[config.mk]
export PLATFORM = sky130hd
export DESIGN_NAME = neos_mouse_nibble_port_top_flat
export DESIGN_NICKNAME = d
export VERILOG_FILES = /design/src/rtl/nmnp_pkg.sv /design/src/rtl/nmnp_ifs.sv /design/src/rtl/nmnp_dp.sv /design/src/rtl/nmnp_ctrl.sv /design/src/rtl/neos_mouse_nibble_port_top.sv /design/src/flat_wrapper.sv
export SDC_FILE = /design/constraint.sdc
export NUM_CORES = 2
export LEC_CHECK = 0
export BUFFER_PORTS_ARGS = -buffer_cell sky130_fd_sc_hd__buf_2
export CORE_MARGIN = 8
export CORE_UTILIZATION = 30
export CTS_CLUSTER_SIZE = 8
export DETAILED_ROUTE_END_ITERATION = 16
export MAX_ROUTING_LAYER = met4
export SYNTH_ARGS = -nofsm -noshare
export SYNTH_HDL_FRONTEND = slang
export SYNTH_SLANG_ARGS = --single-unit
[constraint.sdc]
create_clock -name clk -period 9.9 [get_ports clk]
set_clock_uncertainty 0.05 [all_clocks]
set_input_delay 0 -clock clk [delete_from_list [all_inputs] [get_ports clk]]
set_output_delay 0 -clock clk [all_outputs]
set_load 0.01 [all_outputs]
[src/rtl/nmnp_pkg.sv]
// shared types, constants and helpers of the nibble-port mouse
package nmnp_pkg;

  localparam int CW         = 32;
  localparam int TGT_W      = 32;
  localparam int CYC_W      = 48;
  localparam int DIV_W      = 11;
  localparam int STEP_W     = 8;
  localparam int TMO_W      = 16;
  localparam int DATA_W     = 8;
  localparam int CFG_IDX_W  = 3;
  localparam int CFG_DATA_W = 16;
  localparam int DIV_CNT_W  = $clog2(TGT_W);

  typedef logic signed [CW-1:0] coord_t;
  typedef logic signed [CW:0]   wide_t;

  localparam logic [1:0] CMD_READ = 2'd0;
  localparam logic [1:0] CMD_RISE = 2'd1;
  localparam logic [1:0] CMD_FALL = 2'd2;
  localparam logic [1:0] CMD_POT  = 2'd3;

  localparam logic [1:0] PH_X_HI = 2'd0;
  localparam logic [1:0] PH_X_LO = 2'd1;
  localparam logic [1:0] PH_Y_HI = 2'd2;
  localparam logic [1:0] PH_Y_LO = 2'd3;

  localparam logic [CFG_IDX_W-1:0] REG_DIVIDE_X = 3'd0;
  localparam logic [CFG_IDX_W-1:0] REG_DIVIDE_Y = 3'd1;
  localparam logic [CFG_IDX_W-1:0] REG_STEP_X   = 3'd2;
  localparam logic [CFG_IDX_W-1:0] REG_STEP_Y   = 3'd3;
  localparam logic [CFG_IDX_W-1:0] REG_TIMEOUT  = 3'd4;

  localparam logic [DIV_W-1:0]  DIVIDE_RST  = 11'd1;
  localparam logic [STEP_W-1:0] STEP_RST    = 8'd31;
  localparam logic [TMO_W-1:0]  TIMEOUT_RST = 16'd232;

  localparam logic [DATA_W-1:0] PORT_LEFT = 8'hE0;
  localparam logic [DATA_W-1:0] PORT_IDLE = 8'hF0;
  localparam logic [DATA_W-1:0] POT_ON    = 8'hFF;
  localparam logic [DATA_W-1:0] POT_OFF   = 8'h00;
  localparam logic [DATA_W-1:0] ZERO_DATA = 8'h00;

  localparam wide_t SAT_HI = (CW+1)'(127);
  localparam wide_t SAT_LO = (CW+1)'(-128);

  typedef enum logic [3:0] {
    S_IDLE,
    S_EVAL,
    S_DIV,
    S_SIGN,
    S_DIFF,
    S_MAG,
    S_TRACK,
    S_MOVE,
    S_OUT
  } state_t;

  typedef struct packed {
    logic load_in;
    logic eval;
    logic div_load;
    logic div_step;
    logic fix_sign;
    logic diff;
    logic mag;
    logic track;
    logic move;
    logic commit;
  } ctl_t;

  typedef struct packed {
    logic need_latch;
  } stat_t;

  // clamp a signed difference to -128..127
  function automatic logic [7:0] sat8(input wide_t v);
    if (v > SAT_HI) begin
      sat8 = 8'h7F;
    end else if (v < SAT_LO) begin
      sat8 = 8'h80;
    end else begin
      sat8 = v[7:0];
    end
  endfunction

endpackage

[src/rtl/nmnp_ifs.sv]
// valid/ready channel interfaces: input item, result item, register writes
interface nmnp_in_if;
  logic                               valid;
  logic                               ready;
  logic [1:0]                         cmd;
  logic [nmnp_pkg::CYC_W-1:0]         cycle_count;
  logic signed [nmnp_pkg::TGT_W-1:0]  target_x;
  logic signed [nmnp_pkg::TGT_W-1:0]  target_y;
  logic                               left_pressed;
  logic                               right_pressed;

  modport source(output valid, cmd, cycle_count, target_x, target_y, left_pressed,
                 right_pressed, input ready);
  modport sink(input valid, cmd, cycle_count, target_x, target_y, left_pressed,
               right_pressed, output ready);
endinterface

interface nmnp_out_if;
  logic                        valid;
  logic                        ready;
  logic [nmnp_pkg::DATA_W-1:0] read_data;

  modport source(output valid, read_data, input ready);
  modport sink(input valid, read_data, output ready);
endinterface

interface nmnp_cfg_if;
  logic                            valid;
  logic                            ready;
  logic [nmnp_pkg::CFG_IDX_W-1:0]  index;
  logic [nmnp_pkg::CFG_DATA_W-1:0] data;

  modport source(output valid, index, data, input ready);
  modport sink(input valid, index, data, output ready);
endinterface

[src/rtl/nmnp_dp.sv]
// datapath: registers, dividers, position tracking and port byte
module nmnp_dp (
  input  logic                              clk,
  input  logic                              rst_n,
  input  nmnp_pkg::ctl_t                    ctl,
  input  logic [1:0]                        cmd,
  input  logic [nmnp_pkg::CYC_W-1:0]        cycle_count,
  input  logic signed [nmnp_pkg::TGT_W-1:0] target_x,
  input  logic signed [nmnp_pkg::TGT_W-1:0] target_y,
  input  logic                              left_pressed,
  input  logic                              right_pressed,
  input  logic                              cfg_we,
  input  logic [nmnp_pkg::CFG_IDX_W-1:0]    cfg_index,
  input  logic [nmnp_pkg::CFG_DATA_W-1:0]   cfg_data,
  output nmnp_pkg::stat_t                   stat,
  output logic [nmnp_pkg::DATA_W-1:0]       read_data
);

  // captured item
  logic [1:0]                        cmd_r;
  logic [nmnp_pkg::CYC_W-1:0]        cyc_r;
  logic signed [nmnp_pkg::TGT_W-1:0] tx_r;
  logic signed [nmnp_pkg::TGT_W-1:0] ty_r;
  logic                              left_r;
  logic                              right_r;

  // configuration
  logic [nmnp_pkg::DIV_W-1:0]  div_x_r;
  logic [nmnp_pkg::DIV_W-1:0]  div_y_r;
  logic [nmnp_pkg::STEP_W-1:0] step_x_r;
  logic [nmnp_pkg::STEP_W-1:0] step_y_r;
  logic [nmnp_pkg::TMO_W-1:0]  tmo_r;

  // protocol state
  logic [1:0]                 phase_r;
  logic [1:0]                 phase_nxt;
  logic [nmnp_pkg::CYC_W-1:0] last_r;
  logic                       latch_r;
  logic                       tmo_hit;
  logic [nmnp_pkg::DATA_W-1:0] read_data_r;
  logic [nmnp_pkg::DATA_W-1:0] read_data_nxt;
  logic [1:0]                 rd_phase;
  logic [3:0]                 nibble;

  // per-axis lanes: 0 is X, 1 is Y
  logic signed [nmnp_pkg::TGT_W-1:0] tgt       [2];
  logic [nmnp_pkg::DIV_W-1:0]        dsel      [2];
  logic [nmnp_pkg::STEP_W-1:0]       stp       [2];
  logic [nmnp_pkg::DIV_W-1:0]        dvsr      [2];
  logic [nmnp_pkg::DIV_W:0]          trial     [2];
  logic                              take      [2];
  logic [nmnp_pkg::TGT_W-1:0]        dvd_r     [2];
  logic [nmnp_pkg::TGT_W-1:0]        dvd_nxt   [2];
  logic [nmnp_pkg::DIV_W-1:0]        rem_r     [2];
  logic [nmnp_pkg::DIV_W-1:0]        rem_nxt   [2];
  logic                              neg_r     [2];
  logic [nmnp_pkg::TGT_W-1:0]        mag_in    [2];
  logic signed [nmnp_pkg::TGT_W:0]   qs        [2];
  nmnp_pkg::coord_t                  q_r       [2];
  nmnp_pkg::coord_t                  q_nxt     [2];
  nmnp_pkg::wide_t                   diff_r    [2];
  nmnp_pkg::wide_t                   diff_nxt  [2];
  logic [nmnp_pkg::CW:0]             mag       [2];
  logic                              jump_r    [2];
  logic                              jump_nxt  [2];
  logic [nmnp_pkg::STEP_W-1:0]       amt_r     [2];
  logic [nmnp_pkg::STEP_W-1:0]       amt_nxt   [2];
  logic                              dneg_r    [2];
  nmnp_pkg::coord_t                  track_r   [2];
  nmnp_pkg::coord_t                  track_nxt [2];
  nmnp_pkg::coord_t                  held_r    [2];
  nmnp_pkg::wide_t                   mv_diff   [2];
  logic [7:0]                        move_r    [2];
  logic [7:0]                        move_nxt  [2];

  assign tgt[0]  = tx_r;
  assign tgt[1]  = ty_r;
  assign dsel[0] = div_x_r;
  assign dsel[1] = div_y_r;
  assign stp[0]  = step_x_r;
  assign stp[1]  = step_y_r;

  always_ff @(posedge clk) begin
    if (ctl.load_in) begin
      cmd_r   <= cmd;
      cyc_r   <= cycle_count;
      tx_r    <= target_x;
      ty_r    <= target_y;
      left_r  <= left_pressed;
      right_r <= right_pressed;
    end
  end

  always_ff @(posedge clk) begin
    if (!rst_n) begin
      div_x_r  <= nmnp_pkg::DIVIDE_RST;
      div_y_r  <= nmnp_pkg::DIVIDE_RST;
      step_x_r <= nmnp_pkg::STEP_RST;
      step_y_r <= nmnp_pkg::STEP_RST;
      tmo_r    <= nmnp_pkg::TIMEOUT_RST;
    end else if (cfg_we) begin
      unique case (cfg_index)
        nmnp_pkg::REG_DIVIDE_X: div_x_r  <= cfg_data[nmnp_pkg::DIV_W-1:0];
        nmnp_pkg::REG_DIVIDE_Y: div_y_r  <= cfg_data[nmnp_pkg::DIV_W-1:0];
        nmnp_pkg::REG_STEP_X:   step_x_r <= cfg_data[nmnp_pkg::STEP_W-1:0];
        nmnp_pkg::REG_STEP_Y:   step_y_r <= cfg_data[nmnp_pkg::STEP_W-1:0];
        nmnp_pkg::REG_TIMEOUT:  tmo_r    <= cfg_data[nmnp_pkg::TMO_W-1:0];
        default: ;
      endcase
    end
  end

  // sum is one bit wider so it never wraps
  assign tmo_hit = {1'b0, cyc_r} >
                   ({1'b0, last_r} +
                    {{(nmnp_pkg::CYC_W + 1 - nmnp_pkg::TMO_W){1'b0}}, tmo_r});

  assign stat.need_latch =
      ((cmd_r == nmnp_pkg::CMD_READ) && (phase_r != nmnp_pkg::PH_X_HI) && tmo_hit) ||
      ((cmd_r == nmnp_pkg::CMD_FALL) && (phase_r == nmnp_pkg::PH_Y_LO));

  always_comb begin
    for (int i = 0; i < 2; i++) begin
      // a zero divisor acts as one
      dvsr[i]   = (dsel[i] == '0) ? nmnp_pkg::DIV_W'(1) : dsel[i];
      mag_in[i] = tgt[i][nmnp_pkg::TGT_W-1] ? (nmnp_pkg::TGT_W)'(-tgt[i])
                                            : (nmnp_pkg::TGT_W)'(tgt[i]);
      // restoring division, one quotient bit per step
      trial[i]  = {rem_r[i], dvd_r[i][nmnp_pkg::TGT_W-1]};
      take[i]   = trial[i] >= {1'b0, dvsr[i]};
      rem_nxt[i] = take[i] ? nmnp_pkg::DIV_W'(trial[i] - {1'b0, dvsr[i]})
                           : trial[i][nmnp_pkg::DIV_W-1:0];
      dvd_nxt[i] = {dvd_r[i][nmnp_pkg::TGT_W-2:0], take[i]};

      qs[i]    = neg_r[i] ? -$signed({1'b0, dvd_r[i]}) : $signed({1'b0, dvd_r[i]});
      q_nxt[i] = nmnp_pkg::coord_t'(qs[i]);

      diff_nxt[i] = $signed({q_r[i][nmnp_pkg::CW-1], q_r[i]}) -
                    $signed({track_r[i][nmnp_pkg::CW-1], track_r[i]});

      mag[i] = diff_r[i][nmnp_pkg::CW] ? (nmnp_pkg::CW+1)'(-diff_r[i])
                                       : (nmnp_pkg::CW+1)'(diff_r[i]);
      jump_nxt[i] = (mag[i] >> 3) > (nmnp_pkg::CW+1)'(stp[i]);
      amt_nxt[i]  = (mag[i] < (nmnp_pkg::CW+1)'(stp[i])) ? mag[i][nmnp_pkg::STEP_W-1:0]
                                                         : stp[i];

      if (jump_r[i]) begin
        track_nxt[i] = q_r[i];
      end else if (dneg_r[i]) begin
        track_nxt[i] = track_r[i] - nmnp_pkg::coord_t'(amt_r[i]);
      end else begin
        track_nxt[i] = track_r[i] + nmnp_pkg::coord_t'(amt_r[i]);
      end

      // X reports held minus track, Y reports track minus held
      if (i == 0) begin
        mv_diff[i] = $signed({held_r[i][nmnp_pkg::CW-1], held_r[i]}) -
                     $signed({track_r[i][nmnp_pkg::CW-1], track_r[i]});
      end else begin
        mv_diff[i] = $signed({track_r[i][nmnp_pkg::CW-1], track_r[i]}) -
                     $signed({held_r[i][nmnp_pkg::CW-1], held_r[i]});
      end
      move_nxt[i] = nmnp_pkg::sat8(mv_diff[i]);
    end
  end

  always_ff @(posedge clk) begin
    for (int i = 0; i < 2; i++) begin
      if (ctl.div_load) begin
        dvd_r[i] <= mag_in[i];
        rem_r[i] <= '0;
        neg_r[i] <= tgt[i][nmnp_pkg::TGT_W-1];
      end else if (ctl.div_step) begin
        dvd_r[i] <= dvd_nxt[i];
        rem_r[i] <= rem_nxt[i];
      end
      if (ctl.fix_sign) begin
        q_r[i] <= q_nxt[i];
      end
      if (ctl.diff) begin
        diff_r[i] <= diff_nxt[i];
      end
      if (ctl.mag) begin
        jump_r[i] <= jump_nxt[i];
        amt_r[i]  <= amt_nxt[i];
        dneg_r[i] <= diff_r[i][nmnp_pkg::CW];
      end
    end
  end

  always_ff @(posedge clk) begin
    if (!rst_n) begin
      for (int i = 0; i < 2; i++) begin
        track_r[i] <= '0;
        held_r[i]  <= '0;
        move_r[i]  <= '0;
      end
    end else begin
      for (int i = 0; i < 2; i++) begin
        if (ctl.track) begin
          track_r[i] <= track_nxt[i];
        end
        if (ctl.move) begin
          move_r[i] <= move_nxt[i];
          held_r[i] <= track_r[i];
        end
      end
    end
  end

  always_ff @(posedge clk) begin
    if (ctl.eval) begin
      latch_r <= stat.need_latch;
    end
  end

  always_comb begin
    phase_nxt = phase_r;
    unique case (cmd_r)
      nmnp_pkg::CMD_READ: begin
        if (latch_r) begin
          phase_nxt = nmnp_pkg::PH_X_HI;
        end
      end
      nmnp_pkg::CMD_RISE: begin
        if (phase_r == nmnp_pkg::PH_X_HI) begin
          phase_nxt = nmnp_pkg::PH_X_LO;
        end else if (phase_r == nmnp_pkg::PH_Y_HI) begin
          phase_nxt = nmnp_pkg::PH_Y_LO;
        end
      end
      nmnp_pkg::CMD_FALL: begin
        if (phase_r == nmnp_pkg::PH_X_LO) begin
          phase_nxt = nmnp_pkg::PH_Y_HI;
        end else if (phase_r == nmnp_pkg::PH_Y_LO) begin
          phase_nxt = nmnp_pkg::PH_X_HI;
        end
      end
      default: ;
    endcase
  end

  assign rd_phase = phase_nxt;

  always_comb begin
    unique case (rd_phase)
      nmnp_pkg::PH_X_HI: nibble = move_r[0][7:4];
      nmnp_pkg::PH_X_LO: nibble = move_r[0][3:0];
      nmnp_pkg::PH_Y_HI: nibble = move_r[1][7:4];
      default:           nibble = move_r[1][3:0];
    endcase
  end

  always_comb begin
    unique case (cmd_r)
      nmnp_pkg::CMD_READ:
        read_data_nxt = (left_r ? nmnp_pkg::PORT_LEFT : nmnp_pkg::PORT_IDLE) |
                        {4'h0, nibble};
      nmnp_pkg::CMD_POT:
        read_data_nxt = right_r ? nmnp_pkg::POT_ON : nmnp_pkg::POT_OFF;
      default:
        read_data_nxt = nmnp_pkg::ZERO_DATA;
    endcase
  end

  always_ff @(posedge clk) begin
    if (!rst_n) begin
      phase_r <= nmnp_pkg::PH_X_HI;
      last_r  <= '0;
    end else if (ctl.commit) begin
      phase_r <= phase_nxt;
      if ((cmd_r == nmnp_pkg::CMD_RISE) || (cmd_r == nmnp_pkg::CMD_FALL)) begin
        last_r <= cyc_r;
      end
    end
  end

  always_ff @(posedge clk) begin
    if (ctl.commit) begin
      read_data_r <= read_data_nxt;
    end
  end

  assign read_data = read_data_r;

endmodule

[src/rtl/nmnp_ctrl.sv]
// controller: sequences accept, divide, track and result hand-off
module nmnp_ctrl (
  input  logic            clk,
  input  logic            rst_n,
  input  logic            in_valid,
  input  logic            out_ready,
  input  nmnp_pkg::stat_t stat,
  output nmnp_pkg::ctl_t  ctl,
  output logic            in_ready,
  output logic            out_valid
);

  nmnp_pkg::state_t                state_r;
  nmnp_pkg::state_t                state_nxt;
  logic [nmnp_pkg::DIV_CNT_W-1:0]  cnt_r;
  logic [nmnp_pkg::DIV_CNT_W-1:0]  cnt_nxt;
  logic                            out_valid_r;
  logic                            out_valid_nxt;
  logic                            slot_free;
  logic                            div_last;

  assign slot_free = !out_valid_r || out_ready;
  assign div_last  = cnt_r == nmnp_pkg::DIV_CNT_W'(nmnp_pkg::TGT_W - 1);

  always_comb begin
    state_nxt = state_r;
    unique case (state_r)
      nmnp_pkg::S_IDLE:  if (in_valid) state_nxt = nmnp_pkg::S_EVAL;
      nmnp_pkg::S_EVAL:  state_nxt = stat.need_latch ? nmnp_pkg::S_DIV : nmnp_pkg::S_OUT;
      nmnp_pkg::S_DIV:   if (div_last) state_nxt = nmnp_pkg::S_SIGN;
      nmnp_pkg::S_SIGN:  state_nxt = nmnp_pkg::S_DIFF;
      nmnp_pkg::S_DIFF:  state_nxt = nmnp_pkg::S_MAG;
      nmnp_pkg::S_MAG:   state_nxt = nmnp_pkg::S_TRACK;
      nmnp_pkg::S_TRACK: state_nxt = nmnp_pkg::S_MOVE;
      nmnp_pkg::S_MOVE:  state_nxt = nmnp_pkg::S_OUT;
      nmnp_pkg::S_OUT:   if (slot_free) state_nxt = nmnp_pkg::S_IDLE;
      default:           state_nxt = nmnp_pkg::S_IDLE;
    endcase
  end

  always_comb begin
    ctl      = '0;
    in_ready = 1'b0;
    unique case (state_r)
      nmnp_pkg::S_IDLE: begin
        in_ready    = 1'b1;
        ctl.load_in = in_valid;
      end
      nmnp_pkg::S_EVAL: begin
        ctl.eval     = 1'b1;
        ctl.div_load = stat.need_latch;
      end
      nmnp_pkg::S_DIV:   ctl.div_step = 1'b1;
      nmnp_pkg::S_SIGN:  ctl.fix_sign = 1'b1;
      nmnp_pkg::S_DIFF:  ctl.diff     = 1'b1;
      nmnp_pkg::S_MAG:   ctl.mag      = 1'b1;
      nmnp_pkg::S_TRACK: ctl.track    = 1'b1;
      nmnp_pkg::S_MOVE:  ctl.move     = 1'b1;
      nmnp_pkg::S_OUT:   ctl.commit   = slot_free;
      default: ;
    endcase
  end

  always_comb begin
    cnt_nxt = cnt_r;
    if (ctl.div_load) begin
      cnt_nxt = '0;
    end else if (ctl.div_step) begin
      cnt_nxt = cnt_r + nmnp_pkg::DIV_CNT_W'(1);
    end
  end

  // a new item may replace the one being taken in the same cycle
  always_comb begin
    out_valid_nxt = out_valid_r;
    if (ctl.commit) begin
      out_valid_nxt = 1'b1;
    end else if (out_ready) begin
      out_valid_nxt = 1'b0;
    end
  end

  always_ff @(posedge clk) begin
    if (!rst_n) begin
      state_r     <= nmnp_pkg::S_IDLE;
      cnt_r       <= '0;
      out_valid_r <= 1'b0;
    end else begin
      state_r     <= state_nxt;
      cnt_r       <= cnt_nxt;
      out_valid_r <= out_valid_nxt;
    end
  end

  assign out_valid = out_valid_r;

endmodule

[src/rtl/neos_mouse_nibble_port_top.sv]
// Strobe-clocked mouse port: each input item is a port read, a rising or falling strobe
// or a pot read, and yields exactly one result item with the byte read (zero for strobes).
// Items are handled one at a time. An item that does not latch a new position goes from
// accept through evaluation to the result; one that latches (the falling strobe ending
// the Y low nibble, or a port read after the strobe timeout outside the X high nibble)
// first passes the 32-step restoring divider that produces one quotient bit per cycle
// for X and Y side by side, then five tracking steps. The input is taken again the cycle
// after the result is loaded into the output register, even if it is still waiting.
// Register writes are taken in every cycle and should be made only while no item is open.
module neos_mouse_nibble_port_top (
  input logic          clk,
  input logic          rst_n,
  nmnp_in_if.sink      in_ch,
  nmnp_out_if.source   out_ch,
  nmnp_cfg_if.sink     cfg_ch
);

  nmnp_pkg::ctl_t  ctl;
  nmnp_pkg::stat_t stat;
  logic            in_acc;

  assign in_acc       = in_ch.valid && in_ch.ready;
  assign cfg_ch.ready = 1'b1;

  nmnp_ctrl u_ctrl (
    .clk       (clk),
    .rst_n     (rst_n),
    .in_valid  (in_ch.valid),
    .out_ready (out_ch.ready),
    .stat      (stat),
    .ctl       (ctl),
    .in_ready  (in_ch.ready),
    .out_valid (out_ch.valid)
  );

  nmnp_dp u_dp (
    .clk           (clk),
    .rst_n         (rst_n),
    .ctl           (ctl),
    .cmd           (in_ch.cmd),
    .cycle_count   (in_ch.cycle_count),
    .target_x      (in_ch.target_x),
    .target_y      (in_ch.target_y),
    .left_pressed  (in_ch.left_pressed),
    .right_pressed (in_ch.right_pressed),
    .cfg_we        (cfg_ch.valid),
    .cfg_index     (cfg_ch.index),
    .cfg_data      (cfg_ch.data),
    .stat          (stat),
    .read_data     (out_ch.read_data)
  );

  a_accept_then_eval: assert property (@(posedge clk) disable iff (!rst_n)
    in_acc |=> ctl.eval)
    else $error("accepted item not evaluated next cycle");

  a_commit_slot_free: assert property (@(posedge clk) disable iff (!rst_n)
    ctl.commit |-> (!out_ch.valid || out_ch.ready))
    else $error("result loaded over a pending item");

  a_commit_shows: assert property (@(posedge clk) disable iff (!rst_n)
    ctl.commit |=> out_ch.valid)
    else $error("loaded result not presented");

  a_no_accept_busy: assert property (@(posedge clk) disable iff (!rst_n)
    (ctl.div_step || ctl.track || ctl.move) |-> !in_ch.ready)
    else $error("input ready while an item is in the divider or tracker");

endmodule

[src/flat_wrapper.sv]
// flat-port wrapper written by rule: the top's interface ports become plain ports
module neos_mouse_nibble_port_top_flat 
  (clk, rst_n, in_ch_valid, in_ch_cmd, in_ch_cycle_count, in_ch_target_x, in_ch_target_y, in_ch_left_pressed, in_ch_right_pressed, in_ch_ready, out_ch_valid, out_ch_read_data, out_ch_ready, cfg_ch_valid, cfg_ch_index, cfg_ch_data, cfg_ch_ready);
  nmnp_in_if in_ch_i ();
  nmnp_out_if out_ch_i ();
  nmnp_cfg_if cfg_ch_i ();
  input logic clk;
  input logic rst_n;
  input wire logic [$bits(in_ch_i.valid)-1:0] in_ch_valid;
  input wire logic [$bits(in_ch_i.cmd)-1:0] in_ch_cmd;
  input wire logic [$bits(in_ch_i.cycle_count)-1:0] in_ch_cycle_count;
  input wire logic [$bits(in_ch_i.target_x)-1:0] in_ch_target_x;
  input wire logic [$bits(in_ch_i.target_y)-1:0] in_ch_target_y;
  input wire logic [$bits(in_ch_i.left_pressed)-1:0] in_ch_left_pressed;
  input wire logic [$bits(in_ch_i.right_pressed)-1:0] in_ch_right_pressed;
  output wire logic [$bits(in_ch_i.ready)-1:0] in_ch_ready;
  output wire logic [$bits(out_ch_i.valid)-1:0] out_ch_valid;
  output wire logic [$bits(out_ch_i.read_data)-1:0] out_ch_read_data;
  input wire logic [$bits(out_ch_i.ready)-1:0] out_ch_ready;
  input wire logic [$bits(cfg_ch_i.valid)-1:0] cfg_ch_valid;
  input wire logic [$bits(cfg_ch_i.index)-1:0] cfg_ch_index;
  input wire logic [$bits(cfg_ch_i.data)-1:0] cfg_ch_data;
  output wire logic [$bits(cfg_ch_i.ready)-1:0] cfg_ch_ready;
  assign in_ch_i.valid = in_ch_valid;
  assign in_ch_i.cmd = in_ch_cmd;
  assign in_ch_i.cycle_count = in_ch_cycle_count;
  assign in_ch_i.target_x = in_ch_target_x;
  assign in_ch_i.target_y = in_ch_target_y;
  assign in_ch_i.left_pressed = in_ch_left_pressed;
  assign in_ch_i.right_pressed = in_ch_right_pressed;
  assign in_ch_ready = in_ch_i.ready;
  assign out_ch_valid = out_ch_i.valid;
  assign out_ch_read_data = out_ch_i.read_data;
  assign out_ch_i.ready = out_ch_ready;
  assign cfg_ch_i.valid = cfg_ch_valid;
  assign cfg_ch_i.index = cfg_ch_index;
  assign cfg_ch_i.data = cfg_ch_data;
  assign cfg_ch_ready = cfg_ch_i.ready;
  neos_mouse_nibble_port_top u_core (.clk(clk), .rst_n(rst_n), .in_ch(in_ch_i), .out_ch(out_ch_i), .cfg_ch(cfg_ch_i));
endmodule
-- Word-level counts from Yosys, hierarchy flattened
Memories as Yosys holds them, arrays and structs flattened.
Cells that the tools add are included.
- bits in registers: 239
- RAM bits: 382
- word-level logic and storage cells: 193
- memories: 11
- add/subtract/negate cells: 18
- magnitude comparators: 11
- equal/unequal tests: 24
- muxes and demuxes: 75
- bitwise operators: 12
- reduce and logical (&&, ||, !) cells: 24
- memory list (name ; depth ; bits a word ; read ports ; clocked after Yosys merged registers in ; write ports ; RTL line ; RTL):
    u_core.u_dp.diff_r ; 2 ; 33 ; 2 ; 0 ; 2 ; nmnp_dp.sv:61 ; nmnp_pkg::wide_t diff_r [2];
    u_core.u_dp.dvd_r ; 2 ; 32 ; 2 ; 0 ; 2 ; nmnp_dp.sv:52 ; logic [nmnp_pkg::TGT_W-1:0] dvd_r [2];
    u_core.u_dp.held_r ; 2 ; 32 ; 2 ; 0 ; 2 ; nmnp_dp.sv:71 ; nmnp_pkg::coord_t held_r [2];
    u_core.u_dp.q_r ; 2 ; 32 ; 2 ; 0 ; 2 ; nmnp_dp.sv:59 ; nmnp_pkg::coord_t q_r [2];
    u_core.u_dp.track_r ; 2 ; 32 ; 2 ; 0 ; 2 ; nmnp_dp.sv:69 ; nmnp_pkg::coord_t track_r [2];
    u_core.u_dp.rem_r ; 2 ; 11 ; 2 ; 0 ; 2 ; nmnp_dp.sv:54 ; logic [nmnp_pkg::DIV_W-1:0] rem_r [2];
    5 more memories ; -- ; -- ; -- ; -- ; -- ; -- ;
- operator list (cell ; count):
    $mux 32 ; 14
    $sub 32x32->33 ; 4
    $neg 32->32 ; 4
    $mux 8 ; 9
    $gt 33x8->1 const B ; 2
    $lt 33x8->1 ; 2
    $lt 33x8->1 const B ; 2
    $mux 11 ; 6
    $mux 33 ; 2
    $neg 33->33 ; 2
    $add 32x9->32 ; 2
    $sub 32x9->32 ; 2
    $gt 30x8->1 ; 2
    $add 48x16->49 ; 1
    $gt 48x49->1 ; 1
    $pmux 4 s9 ; 1
    $mux 1 ; 29
    $ge 12x11->1 ; 2
    $logic_not 11->1 ; 2
    $sub 11x11->11 ; 2
    $eq 4x3->1 const B ; 4
    $mux 4 ; 4
    $pmux 8 s2 ; 1
    $mux 2 ; 6
    27 further kinds ; 58

-- Longest topological paths before layout
- depth after elaboration: 8
- gate-level depth with buffers: 27
- mapped depth without buffers: 26

-- Hierarchy
A second synthesis with hierarchy kept.
- cells, all modules: 4277
- area total of the unflattened synthesis: 40697.8 um^2
- modules (own cells, without submodules) (module ; instances ; cells an instance ; area an instance (um^2) ; sequential area each (um^2)):
    nmnp_dp ; 1 ; 4202 ; 40121.0 ; 17246.5
    nmnp_ctrl ; 1 ; 73 ; 565.5 ; 200.2
    neos_mouse_nibble_port_top ; 1 ; 2 ; 11.3 ; 0.0

-- Worst setup path after synthesis
OpenSTA, ideal clock, no wires.
- kind: register to register
- start: register u_core.u_dp.tmo_r[0] in the netlist's numbering
- end: memory u_core.u_dp.dvd_r[0][0] in the netlist's numbering (enable)
- library setup time: 834 ps
- data arrival time: 6159 ps
- data required time: 9016 ps
- path slack: 2857 ps
- stages on the path, launching flop included: 28
- path buffers: 1
- period minus slack after synthesis: 7043 ps
- cell sequence: dfxtp_1 ha_1 fa_1 a21o_1 a21oi_1 o21bai_1 a21oi_1 o21bai_1 a211oi_1 o31ai_1 a31o_2 a41o_1 clkbuf_1 nand3_1 xor2_1 ha_1 a21o_1 a21o_1 a21o_1 a21o_1 a21o_1 a21o_1 a21oi_1 o21ai_0 o21ai_0 a22oi_1 nand2_1 nand2_1
- RTL lines (item ; RTL line ; RTL):
    start: declaration ; nmnp_dp.sv:32 ; logic [nmnp_pkg::TMO_W-1:0] tmo_r;
    start signal: assignment ; nmnp_dp.sv:100 ; tmo_r <= nmnp_pkg::TIMEOUT_RST;
    start signal: assignment ; nmnp_dp.sv:107 ; nmnp_pkg::REG_TIMEOUT: tmo_r <= cfg_data[nmnp_pkg::TMO_W-1:0];
    end: declaration ; nmnp_dp.sv:52 ;

==> flow_summary.json <==
{
  "finalWorstSetupSlack_ps": 2801,
  "critPathMaxStageDelay_ps": 580,
  "ys_seq_elements": 619,
  "syn-mean-instance-area_um2": 9.595,
  "io_buffers": 149,
  "ys_async_sr_fraction_pct": 0,
  "grt_overflow_total": 0,
  "core_um2": 133300,
  "rows": 134,
  "die_h_um": 382.2,
  "initial_utilization_pct": 30.19,
  "drt_first_iter_violations": 2082,
  "numCtsBuffers": 87,
  "synth_top_area_share_pct": 37.69,
  "ant_nets": 0,
  "synth_area_um2": 40240,
  "critical-path-slowest-cell": "buf_4",
  "vias_per_cell": 4.951,
  "dp_hpwl_um": 77540,
  "hold_ws_ps": 61.78,
  "fill_cells": 13240,
  "final-hold-violation-count": 0,
  "start_kind": "flip-flop",
  "cts.sinks": 619,
  "first_pass_iters": 5,
  "synth_common_cells": "505 x edfxtp_1, 505 x nand2_1, 395 x nor2_1, 328 x ha_1, 249 x a21oi_1",
  "p_total_mw": 6.458,
  "area_growth_pct": 18.22,
  "cellPowerDensity_nw_per_um2": 135.8,
  "criticalPathCategory": "flip-flop to flip-flop",
  "grt_use_total_pct": 14.34,
  "grt_pass1_wl_um": 167800,
  "routed_wl_um": 105500,
  "path_clk_slew_ps": 50,
  "final_nets": 5022,
  "slew_viol_final": 0,
  "drv_cap": 0,
  "multi_input_area_um2": 21440,
  "rsz0062_at_grt": "false",
  "antenna_found_initial": 7,
  "cp_max_fo": 44,
  "p_leak_nw": 18.09,
  "post-route-drc-count": 0,
  "cp_top_family": "compound AO/OA/AOI/OAI gates",
  "synth_edf_count": 505,
  "cts_buffer_depth": 3,
  "synthTopCellsByArea": "edfxtp_1 38%, ha_1 10%, dfxtp_1 5.7%",
  "cts_root_buffer": "clkbuf_16",
  "regArea_um2": 17450,
  "setup_tns_ps": 0,
  "cp.buffers_inverters": 1,
  "ys_seq_area_share_pct": 43.36,
  "postCtsSetupBuffers": 0,
  "synth_cell_types": 94,
  "cp.arrival_ps": 7320,
  "synthesis.nets": 4671,
  "vias": 31520,
  "slew_headroom_pct": 20.03,
  "cts_tree": "yes",
  "ys_warn_count": 0,
  "ios": 151,
  "cts_max_level": 3,
  "worst_pin_slew_ps": 1187,
  "chipWidth_um": 382.2,
  "cp.required_ps": 10120,
  "period_minus_slack_ps": 7099,
  "synth_top_cell_by_area": "edfxtp_1",
  "status": "finished clean",
  "synth_cells": 4194,
  "gp_congestion": 0.8666,
  "wl_per_cell_um": 16.58,
  "max_freq_ghz": 0.1409,
  "finalCritPeriodShare_pct": 71.71,
  "setup_viol": 0,
  "synth_flop_cell": "edfxtp_1",
  "grt_max_degree": 112,
  "placed_area_um2": 42920,
  "fin_area_um2": 47570,
  "grt_pass1_vias": 31060,
  "drive_gt1_share_pct": 7.340,
  "hp-class": "input pin to flip-flop",
  "dp_slack_ps": 2828,
  "clock_latency_ps": 650,
  "vdd_drop_max_mv": 0.1442,
  "die_area_um2": 146100,
  "end_kind": "flip-flop"
}
==> metal layers <==
| layer | up-vias | track usage [%] | part of all wire (%) |
|---|---|---|---|
| li1 | 15850 | - | - |
| met1 | 14860 | 18.72 | 47 |
| met2 | 673 | 23.50 | 47 |
| met3 | 142 | 2.041 | 4.4 |
| met4 | 0 | 3.535 | 2.1 |
| met5 | - | - | 0 |
==> layout by cell type, fill, tap and decap left out, drive strengths merged, types with 33 or more instances in the layout <==
master and count:
o31ai 49, xor2 151, inv 248, ha 328
o21ai 249, edfxtp 505, nor2b 58, a21boi 109
a21oi 249, or3 45, xnor2 209, dfxtp 114
nand2b 55, dlygate4sd3 218, buf 169, nand3 76
nand4 60, and3 33, nor2 395, clkbuf 133
a21o 110, nor3 58, nand2 505, mux2i 43
==> sequential cells by signal (all words and copies together) (netlist names), 22 cells and up <==
register	cells
u_core.u_dp.q_r	64
u_core.u_dp.cyc_r	48
u_core.u_dp.held_r	64
u_core.u_dp.last_r	48
u_core.u_dp.track_r	64
u_core.u_dp.tx_r	32
u_core.u_dp.diff_r	66
u_core.u_dp.rem_r	22
u_core.u_dp.dvd_r	64
u_core.u_dp.ty_r	32
==> final cells by class <==
| class | count | share of cell area, % |
|---|---|---|
| diodes | 7 | 0.03682 |
| clock buffers | 133 | 5.073 |
| clock inverters | 2 | 0.07627 |
| inverters | 247 | 1.949 |
| multi-input cells | 3203 | 45.07 |
| flip-flops and latches | 619 | 36.67 |
| well taps | 1768 | 4.650 |
| repair buffers | 387 | 6.475 |
==> stage by stage <==
step                      instances  util (%)
final                          6366     35.69
after global routing           6365     35.69
after CTS                      6359     35.68
after detailed placement       6006     32.20
after global placement         6006     32.20
after floorplan                4194         -
==> logic make-up (layout without fill, tap and decap cells) <==
group                      after synthesis  count (layout)  synth area share [%]
AOI/OAI and AO/OA                     1013            1013                 16.21
and+or+nand+nor                       1428            1428                 16.66
other                                    1               8              0.009319
DFF                                    619             619                 43.36
xor gates and xnor gates               360             360                 7.836
adders and majority gates              337             337                 10.65
muxes                                   64              64                 1.769
buffers and inverters                  372             769                 3.507
==> power breakdown <==
part           internal [mW]  total [mW]  switching, mW
registers               2.91        2.98         0.0706
clock network           1.65        2.76           1.11
logic                  0.316       0.712          0.397
==> what timing repair did <==
action / CTS / global route
hold endpoints to repair: 180 / 0
gates resized for setup: 0 / 0
hold buffers: 218 / 0
==> worst reg2reg max path: stages (launching register included) <==
cell	delay, ps
dfxtp_1	310
ha_1	220
fa_1	400
a21o_1	170
a21oi_1	220
o21bai_1	90
a21oi_1	240
o21bai_1	120
a211oi_1	380
o31ai_1	190
a31o_2	300
a21o_1	170
a21oi_1	420
nor2_1	100
xnor2_1	150
ha_1	290
a21o_1	110
a21o_1	100
a21oi_1	60
nor2b_1	100
o21ai_0	70
a21boi_0	340
o31a_1	190
o21ai_0	90
a22oi_1	490
nand2_1	210
nand2_4	500
buf_4	590
==> worst paths after layout <==
check | startpoint | endpoint | slack, ps | depth (start not counted)
max | u_core.u_dp.tmo_r[0]$_SDFFE_PN0P_ | u_core.u_dp.dvd_r[0][20]$_DFFE_PP_ | 2800 | 27
min | in_ch_target_x[21] | u_core.u_dp.tx_r[21]$_DFFE_PP_ | 60 | 2
min reg2reg | u_core.u_ctrl.cnt_r[4]$_SDFFE_PP0P_ | u_core.u_ctrl.cnt_r[4]$_SDFFE_PP0P_ | 410 | 2
max reg2reg | u_core.u_dp.tmo_r[0]$_SDFFE_PN0P_ | u_core.u_dp.dvd_r[0][20]$_DFFE_PP_ | 2800 | 27
(Power assumes the default switching activity.)
